[src/sv/hclg_pkg.sv]
`timescale 1ns / 1ps
`default_nettype none

package hclg_pkg;

    localparam logic [31:0] LCG_MUL     = 32'h0019660D;
    localparam logic [31:0] LCG_ADD     = 32'h3C6EF35F;
    localparam logic [7:0]  BAND_SPAN   = 8'd41;
    localparam logic [7:0]  MIN_GAP     = 8'd5;
    localparam logic [7:0]  CHAN_MIN    = 8'd1;
    localparam logic [7:0]  CHAN_MAX    = 8'd164;
    // ceil(2^37 / 41): exact quotient for every 32-bit dividend
    localparam logic [31:0] RECIP_41    = 32'd3352169597;
    localparam int unsigned RECIP_SHIFT = 37;
    localparam int unsigned STORE_DEPTH = 16;
    localparam int unsigned SLOT_W      = 4;
    localparam int unsigned IN_W        = 40;
    localparam int unsigned OUT_W       = 16;

    typedef logic [7:0]        chan_t;
    typedef logic [SLOT_W-1:0] slot_t;

endpackage

`default_nettype wire

[src/sv/hop_channel_list_generator.sv]
`timescale 1ns / 1ps
`default_nettype none

// hop channel table generator
// input stream (s_*): one request carries a 32-bit seed and an address byte;
//   s_tdata[31:0] seed, s_tdata[39:32] addr_byte
// output stream (m_*): one request per hop slot, in slot order;
//   m_tdata[7:0] channel (1..164), m_tdata[11:8] slot, upper bits zero,
//   m_tlast marks the final slot of the table
// each input request yields min(max(NUM_HOPS,1),16) output requests
// each candidate passes four steps (lcg step, shift, reciprocal multiply,
//   remainder), then a read and a check per earlier slot, since the accepted
//   channel store is a synchronous memory read once per compare; a rejected
//   candidate repeats the whole sequence for the same slot
// s_tready is high only between tables; a new table may start while the
//   last result of the previous one still waits in the output register
// when the receiver stalls, the next accepted channel waits in the sequencer
//   until the output register frees up; results are never dropped
// reset (rst_n low, asynchronous) returns to idle, clears the output valid
//   and the generator state; the channel store needs no clearing because a
//   run only reads entries it has already written

module hop_channel_list_generator #(
    parameter int NUM_HOPS = 16
) (
    input  wire                           clk,
    input  wire                           rst_n,
    input  wire                           s_tvalid,
    output logic                          s_tready,
    input  wire  [hclg_pkg::IN_W-1:0]     s_tdata,   // seed[31:0], addr_byte[39:32]
    output logic                          m_tvalid,
    input  wire                           m_tready,
    output logic [hclg_pkg::OUT_W-1:0]    m_tdata,   // channel[7:0], slot[11:8], zero[15:12]
    output logic                          m_tlast
);

    import hclg_pkg::*;

    // table length clamped to 1 .. store depth
    localparam int unsigned TABLE_LEN = (NUM_HOPS < 1) ? 1 :
                                        (NUM_HOPS > int'(STORE_DEPTH)) ? STORE_DEPTH :
                                        NUM_HOPS;
    localparam slot_t LAST_SLOT = slot_t'(TABLE_LEN - 1);

    typedef enum logic [2:0] {
        S_IDLE,
        S_LCG,
        S_SHIFT,
        S_QUOT,
        S_REM,
        S_RD,
        S_CHK,
        S_EMIT
    } state_t;

    state_t      state_reg;
    logic [31:0] gen_state_reg;
    logic [1:0]  addr_reg;
    slot_t       slot_reg;
    slot_t       rd_idx_reg;
    logic [31:0] x_reg;
    logic [26:0] q_reg;
    chan_t       cand_reg;
    chan_t       rd_data_reg;
    logic        m_tvalid_reg;
    chan_t       out_chan_reg;
    slot_t       out_slot_reg;
    logic        out_last_reg;

    // accepted channels of the current run
    chan_t chan_mem [STORE_DEPTH];

    logic [31:0] gen_next;
    logic [31:0] x_next;
    logic [63:0] recip_prod;
    logic [26:0] q_next;
    logic [31:0] rem_full;
    logic [1:0]  band;
    chan_t       band_base;
    chan_t       cand_next;
    chan_t       chan_gap;
    logic        too_close;
    logic        out_free;
    logic        mem_we;
    logic        in_accept;

    // lcg step: one 32 x 21 constant multiply
    assign gen_next   = gen_state_reg * LCG_MUL + LCG_ADD;
    assign x_next     = gen_state_reg >> slot_reg;

    // x / 41 by reciprocal multiply, remainder from the registered quotient in the cycle after
    assign recip_prod = {32'd0, x_reg} * {32'd0, RECIP_41};
    assign q_next     = recip_prod[63:RECIP_SHIFT];
    assign rem_full   = x_reg - ({5'd0, q_reg} * 32'd41);

    // band = (bit-swapped low slot bits + addr) mod 4
    assign band       = {slot_reg[0], slot_reg[1]} + addr_reg;
    assign band_base  = {6'd0, band} * BAND_SPAN;
    assign cand_next  = band_base + CHAN_MIN + {2'd0, rem_full[5:0]};

    // distance to the stored channel read in the previous cycle
    assign chan_gap   = (cand_reg > rd_data_reg) ? (cand_reg - rd_data_reg)
                                                 : (rd_data_reg - cand_reg);
    assign too_close  = (chan_gap < MIN_GAP);

    assign out_free   = !m_tvalid_reg || m_tready;
    assign mem_we     = (state_reg == S_EMIT) && out_free;
    assign in_accept  = s_tvalid && s_tready;

    assign s_tready   = (state_reg == S_IDLE);
    assign m_tvalid   = m_tvalid_reg;
    assign m_tdata    = {4'd0, out_slot_reg, out_chan_reg};
    assign m_tlast    = out_last_reg;

    // store: writes go to the current slot; compares use only reads of earlier
    // slots, so a compared read never meets a write of the same entry
    always_ff @(posedge clk)
    begin
        if (mem_we)
        begin
            chan_mem[slot_reg] <= cand_reg;
        end
        rd_data_reg <= chan_mem[rd_idx_reg];
    end

    always_ff @(posedge clk or negedge rst_n)
    begin
        if (!rst_n)
        begin
            state_reg     <= S_IDLE;
            gen_state_reg <= 32'd0;
            addr_reg      <= 2'd0;
            slot_reg      <= '0;
            rd_idx_reg    <= '0;
            x_reg         <= 32'd0;
            q_reg         <= 27'd0;
            cand_reg      <= 8'd0;
            m_tvalid_reg  <= 1'b0;
            out_chan_reg  <= 8'd0;
            out_slot_reg  <= '0;
            out_last_reg  <= 1'b0;
        end
        else
        begin
            // a new result loads the output register, else a taken one leaves it
            if (mem_we)
            begin
                m_tvalid_reg <= 1'b1;
            end
            else if (m_tvalid_reg && m_tready)
            begin
                m_tvalid_reg <= 1'b0;
            end

            case (state_reg)
                S_IDLE:
                begin
                    if (in_accept)
                    begin
                        gen_state_reg <= s_tdata[31:0];
                        addr_reg      <= s_tdata[33:32];
                        slot_reg      <= '0;
                        state_reg     <= S_LCG;
                    end
                end
                S_LCG:
                begin
                    gen_state_reg <= gen_next;
                    state_reg     <= S_SHIFT;
                end
                S_SHIFT:
                begin
                    x_reg     <= x_next;
                    state_reg <= S_QUOT;
                end
                S_QUOT:
                begin
                    q_reg     <= q_next;
                    state_reg <= S_REM;
                end
                S_REM:
                begin
                    cand_reg   <= cand_next;
                    rd_idx_reg <= '0;
                    if (slot_reg == '0)
                    begin
                        state_reg <= S_EMIT;
                    end
                    else
                    begin
                        state_reg <= S_RD;
                    end
                end
                S_RD:
                begin
                    state_reg <= S_CHK;
                end
                S_CHK:
                begin
                    if (too_close)
                    begin
                        state_reg <= S_LCG;
                    end
                    else if (slot_t'(rd_idx_reg + 1'b1) == slot_reg)
                    begin
                        state_reg <= S_EMIT;
                    end
                    else
                    begin
                        rd_idx_reg <= rd_idx_reg + 1'b1;
                        state_reg  <= S_RD;
                    end
                end
                S_EMIT:
                begin
                    if (out_free)
                    begin
                        out_chan_reg <= cand_reg;
                        out_slot_reg <= slot_reg;
                        out_last_reg <= (slot_reg == LAST_SLOT);
                        if (slot_reg == LAST_SLOT)
                        begin
                            state_reg <= S_IDLE;
                        end
                        else
                        begin
                            slot_reg  <= slot_reg + 1'b1;
                            state_reg <= S_LCG;
                        end
                    end
                end
                default:
                begin
                    state_reg <= S_IDLE;
                end
            endcase
        end
    end

endmodule

`default_nettype wire

[config.mk]
export PLATFORM = sky130hd
export DESIGN_NAME = hop_channel_list_generator
export DESIGN_NICKNAME = d
export VERILOG_FILES = /design/src/sv/hclg_pkg.sv /design/src/sv/hop_channel_list_generator.sv
export SDC_FILE = /design/constraint.sdc
export NUM_CORES = 2
export LEC_CHECK = 0
export BUFFER_PORTS_ARGS = -buffer_cell sky130_fd_sc_hd__buf_2
export CAP_MARGIN = 30
export CORE_ASPECT_RATIO = 1.5
export CORE_UTILIZATION = 64
export CTS_CLUSTER_DIAMETER = 40
export CTS_CLUSTER_SIZE = 16
export DETAILED_ROUTE_END_ITERATION = 6
export GPL_ROUTABILITY_DRIVEN = 0
export GPL_TIMING_DRIVEN = 0
export PLACE_DENSITY = 0.79
export SETUP_SLACK_MARGIN = 0.02
export SLEW_MARGIN = 40
export SYNTH_ARGS = -nofsm -noshare
export SYNTH_HDL_FRONTEND = slang
export SYNTH_SLANG_ARGS = --single-unit
[constraint.sdc]
create_clock -name clk -period 16.77 [get_ports clk]
set_input_delay 0.8385 -clock clk [delete_from_list [all_inputs] [get_ports clk]]
set_output_delay 0.8385 -clock clk [all_outputs]
set_load 0.02 [all_outputs]
; ---- After elaboration in Yosys (flattened, before gate mapping)
; Memories as Yosys holds them, arrays and structs flattened. A register that Yosys moved wholly into a read port is not among the register bits.
; Cells that the tools add are included.
; W data, S select, Z words.
[totals]
memories = 1
ramBits = 128
output_inout_bits = 19
input_bits = 44
reg_bits = 126
[op_classes]
n_reduce_logical = 17
n_addsub = 9
n_mux = 21
n_eq_ne = 14
n_mul = 4
magnitude_cmp = 2
shifts = 1
[memory_table]
columns = memory, words, word_bits, rd, rd_ports_with_merged_regs, write_ports, line
row1 = chan_mem, 16, 8, 1, 1, 1, hop_channel_list_generator.sv:71  ; chan_t chan_mem [STORE_DEPTH];
[op_table]
columns = operator, count
row1 = $mul A32 B32 Y64 const B, 1
row2 = $pmux W32 S2, 1
row3 = $add A32 B30 Y32 const B, 1
row4 = $mul A32 B21 Y32 const B, 1
row5 = $mux W32, 1
row6 = $shr A32 B4 Y32, 1
row7 = $mul A27 B6 Y6 const B, 1
row8 = $pmux W3 S8, 1
row9 = $mux W4, 5
row10 = $pmux W4 S2, 2
row11 = $sub A8 B8 Y8, 2
row12 = $eq A3 B3 Y1 const B, 4
row13 = $mux W3, 3
row14 = $add A4 B1 Y4 const B, 2
row15 = $add A8 B1 Y8 const B, 1
row16 = $add A8 B6 Y8, 1
row17 = $gt A8 B8 Y1, 1
row18 = $lt A8 B3 Y1 const B, 1
row19 = $mul A2 B6 Y8 const B, 1
row20 = $mux W8, 1
row21 = $ne A2 B2 Y1 const B, 4
row22 = $reduce_and A2 Y1, 4
row23 = $reduce_bool A2 Y1, 4
row24 = $eq A3 B2 Y1 const B, 2
row25 = other kinds (15), 22

; ---- Depth between registers and ports, before layout
[depth]
word_depth = 5
depth_mapped = 24
ltp_nobuf = 24

; ---- Least setup slack after synthesis
; Ideal clock, no wire load.
[synth_path]
kind = register to register
start = reg x_reg[23]
end = reg q_reg[5]
arrival_ps = 6313
required_ps = 16635
setup_time_ps = 135
path_buffers = 0
path_stages_with_launch = 23
slack_ps = 10322
synth_period_minus_slack_ps = 6448
path_cell_list = dfrtp_1 inv_1 fa_1 inv_1 ha_1 fa_1 inv_1 fa_1 inv_1 fa_1 fa_1 fa_1 fa_1 ha_1 a21o_1 a21oi_1 o211ai_1 a31oi_1 a211oi_1 o41ai_1 o2111ai_1 xnor2_1 o21ai_0
[synth_via]
elab_chain_cells = 1
[synth_rtl]
columns = element, line
row1 = start: declaration, hop_channel_list_generator.sv:61  ; logic [31:0] x_reg;
row2 = start signal: assignment, hop_channel_list_generator.sv:173  ; x_reg <= x_next;
row3 = $mul A32 B32 Y64, hop_channel_list_generator.sv:92  ; assign recip_prod = {32'd0, x_reg} * {32'd0, RECIP_41};
row4 = end signal: assignment, hop_channel_list_generator.sv:178  ; q_reg <= q_next;
row5 = end: declaration, hop_channel_list_generator.sv:62  ; logic [26:0] q_reg;
; No other way between the ends.
; A chain may end at the register's enable or synchronous reset.

; ---- Worst setup path in the final report
[layout_path]
start = reg x_reg[2]
end = reg q_reg[5]
; The elaborated chain is that of the path after synthesis.

==> impl_metrics.csv <==
group,metric,value,unit
timing,max_freq,0.125,GHz
finish,finalNetCount,3776,
timing,final_clock_period_utilization_by_the_worst_path,0.478,
clocking,cts.path.max_buffers,3,
yosys,netlist.area_leader.share,0.293,
min_path,min-delay-path-class,"input port to async pin",
job,cap_viol_max_count,0,
clocking,cts_tree,"yes",
timing,skew,24.8,ps
global_routing,first_global_vias,24000,
critical_path,timing.setup.critical_path_class,"register to register",
place,dpl.hpwl,68400,um
route,wirelength,83000,um
place,placement.io_buffers,52,
floorplanning,dieArea,48200,um2
floorplanning,fp-row-count,97,
floorplanning,core_area,46700,um2
yosys,ys_ff_latch,241,
status,outcome,"complete, but fails checks",
global_routing,antenna_violations_before_repair,1,
timing,timing_hold_violations_final,0,
clocking,numCtsBuffers,28,
timing,rsz0062_at_grt,"no",
route,routed-via-count,21300,
yosys,portion_of_the_post_synthesis_area_used_by_sequential_elements,0.219,
global_routing,grt_use_total,0.360,
yosys,synthesis.instances,2746,
yosys,synthDominantAreaCellType,"sky130_fd_sc_hd__fa_1",
yosys,synth_enable_flop_cells,128,
timing,timing.slew.headroom,0.387,
yosys,ys_warn_count,0,
clocking,post_cts_resize_count,0,
floorplanning,io_pins,63,
critical_path,reg2regPathDepth,22,
finish,area_delta_synth_final,6.73,%
global_routing,grt_first_pass_wirelength,130000,um
global_routing,maximum_number_of_pins_on_one_net_before_global_route_repair,71,
finish,final_common_cell,"sky130_fd_sc_hd__inv_1",
floorplanning,die_height,268,um
route,drt.antenna.violating_nets,0,
clocking,hold_buffers,0,
clocking,cts_post_setup_buffers_inserted,0,
route,route.detailed.vias_per_inst,6.18,
timing,smallest_hold_slack,118,ps
critical_path,r2r_start,"x_reg[2]",
timing,min_period,8020,ps
yosys,ys_top_cells_by_area,"sky130_fd_sc_hd__fa_1 (29%), sky130_fd_sc_hd__ha_1 (19%), sky130_fd_sc_hd__edfxtp_1 (13%)",
route,drc_errors,5,
finish,post_route_cells_drive_above_1_share,0.0708,
clocking,clk_latency,600,ps
critical_path,ff2ff_setup_slack,8750,ps
timing,worst_slew_pin_slew,916,ps
finish,most_used_cells_in_the_layout_excluding_fill_and_tap_cells,"sky130_fd_sc_hd__inv_1 (635), sky130_fd_sc_hd__ha_1 (456), sky130_fd_sc_hd__fa_1 (443)",
clocking,clk_pin_slew_worst_paths,70,ps
global_routing,grt-ovfl-total,0,
status,failed_checks,"DRC",
route,detail_route.iter0.violations,1530,
timing,setup_viol_count_final,0,
critical_path,worstSetupEndpointType,"register",
clocking,cts_sinks,241,
finish,largest_register_ffs,128,
route,drtPass1Iterations,7,
floorplanning,die-width,180,um
critical_path,worstPathRequired,17210,ps
critical_path,startpoint_type_of_the_worst_setup_path,"register",
floorplanning,initial_utilization,0.648,
yosys,asyncSetResetFlopFracSynth,0.436,
finish,antennaDiodeCount,0,
critical_path,critical_path_peak_fanout,9,
timing,slew_viol_final,0,
yosys,synth_cell_type_count,71,
yosys,mappedNetlistArea,30300,um2
yosys,dominantRegCellSynth,"sky130_fd_sc_hd__edfxtp_1",
critical_path,regToRegEndpoint,"q_reg[5]",
clocking,ctsRootBufferMaster,"sky130_fd_sc_hd__clkbuf_16",
route,routed_wire_length_per_instance,24.1,um
clocking,htree_levels,1,
critical_path,worstPathArrival,8460,ps
yosys,postSynthAreaPerCell,11.0,um2
timing,timing.setup.tns,0,ps
-- cell families (layout without fill, tap and decap cells) --
logic type / after synthesis / after routing / share of synthesized area
flops: 241 / 241 / 0.219
buf+inv: 705 / 811 / 0.0883
simple gates: 354 / 354 / 0.0536
fa+ha+maj: 899 / 899 / 0.481
compound gates: 340 / 340 / 0.0697
xor+xnor: 106 / 106 / 0.0307
other cells: 1 / 4 / 0.000124
mux: 100 / 100 / 0.0575
-- critical path, cell delays in order (launching register included) --
cell and delay (ps):
sky130_fd_sc_hd__dfrtp_1 650, sky130_fd_sc_hd__inv_1 300, sky130_fd_sc_hd__fa_1 600, sky130_fd_sc_hd__inv_1 170
sky130_fd_sc_hd__ha_1 280, sky130_fd_sc_hd__fa_1 510, sky130_fd_sc_hd__inv_1 70, sky130_fd_sc_hd__fa_1 520
sky130_fd_sc_hd__inv_1 50, sky130_fd_sc_hd__fa_1 600, sky130_fd_sc_hd__fa_1 480, sky130_fd_sc_hd__fa_1 550
sky130_fd_sc_hd__fa_1 440, sky130_fd_sc_hd__ha_1 320, sky130_fd_sc_hd__a21o_1 180, sky130_fd_sc_hd__a21oi_1 220
sky130_fd_sc_hd__o211ai_1 160, sky130_fd_sc_hd__a31oi_1 200, sky130_fd_sc_hd__a211oi_2 150, sky130_fd_sc_hd__o41ai_2 640
sky130_fd_sc_hd__o2111ai_1 240, sky130_fd_sc_hd__xnor2_1 390, sky130_fd_sc_hd__o21ai_0 160
-- Yosys cell counts, drive strengths merged, types with 5 or more instances --
master   instances
a211oi          26
a21o            30
a21oi           85
a31oi           16
and2            11
and3            19
and4             6
buf             14
clkbuf          53
dfrtp          105
dfxtp            8
edfxtp         128
fa             443
ha             456
inv            635
mux2            11
mux2i           31
mux4            58
nand2          160
nand2b           8
nand3           27
nand4            7
nor2            71
nor2b            8
nor3            12
o2111ai          6
o211a            5
o211ai           8
o21a            10
o21ai          108
o21bai           7
o31ai            6
or2              9
or3              7
xnor2           76
xor2            30
-- worst max-delay path by stage --
stage                         start        to  slack [ps]
after floorplan           x_reg[23]  q_reg[5]       10320
after global placement     x_reg[2]  q_reg[4]        8490
after detailed placement   x_reg[2]  q_reg[5]        8820
after CTS                  x_reg[2]  q_reg[5]        8780
after global routing       x_reg[2]  q_reg[4]        8530
final                      x_reg[2]  q_reg[5]        8750
-- through the flow --
stage          instance area [um2]  setup WS, ps  cells  utilization
6_report                     32300          8750   3449        0.692
3_5_place_dp                 31400          8820   3396        0.671
5_1_grt                      32300          8530   3449        0.692
4_1_cts                      32300          8780   3448        0.691
2_1_floorplan                30300         10320   2749            -
3_3_place_gp                 31300          8490   3395        0.670
-- routing by layer --
layer | routed length, um | vias up | global-route usage
met5 | 14 | - | 0
met4 | 8990 | 2 | 0.328
met3 | 5090 | 483 | 0.0533
met2 | 42000 | 1086 | 0.646
met1 | 26900 | 10600 | 0.366
li1 | - | 9129 | -
-- area by class of cell --
type / instances / area (um2)
Clock buffer: 35 / 747
Multi-Input combinational cell: 1803 / 21000
Clock inverter: 17 / 198
Tap cell: 594 / 743
Buffer: 67 / 284
Sequential cell: 241 / 6630
Timing Repair Buffer: 54 / 309
Fill cell: 3276 / 14400
Inverter: 638 / 2390
Power is not shown: default switching activity piles up to over one toggle a cycle in this logic, so the estimate is an artifact.
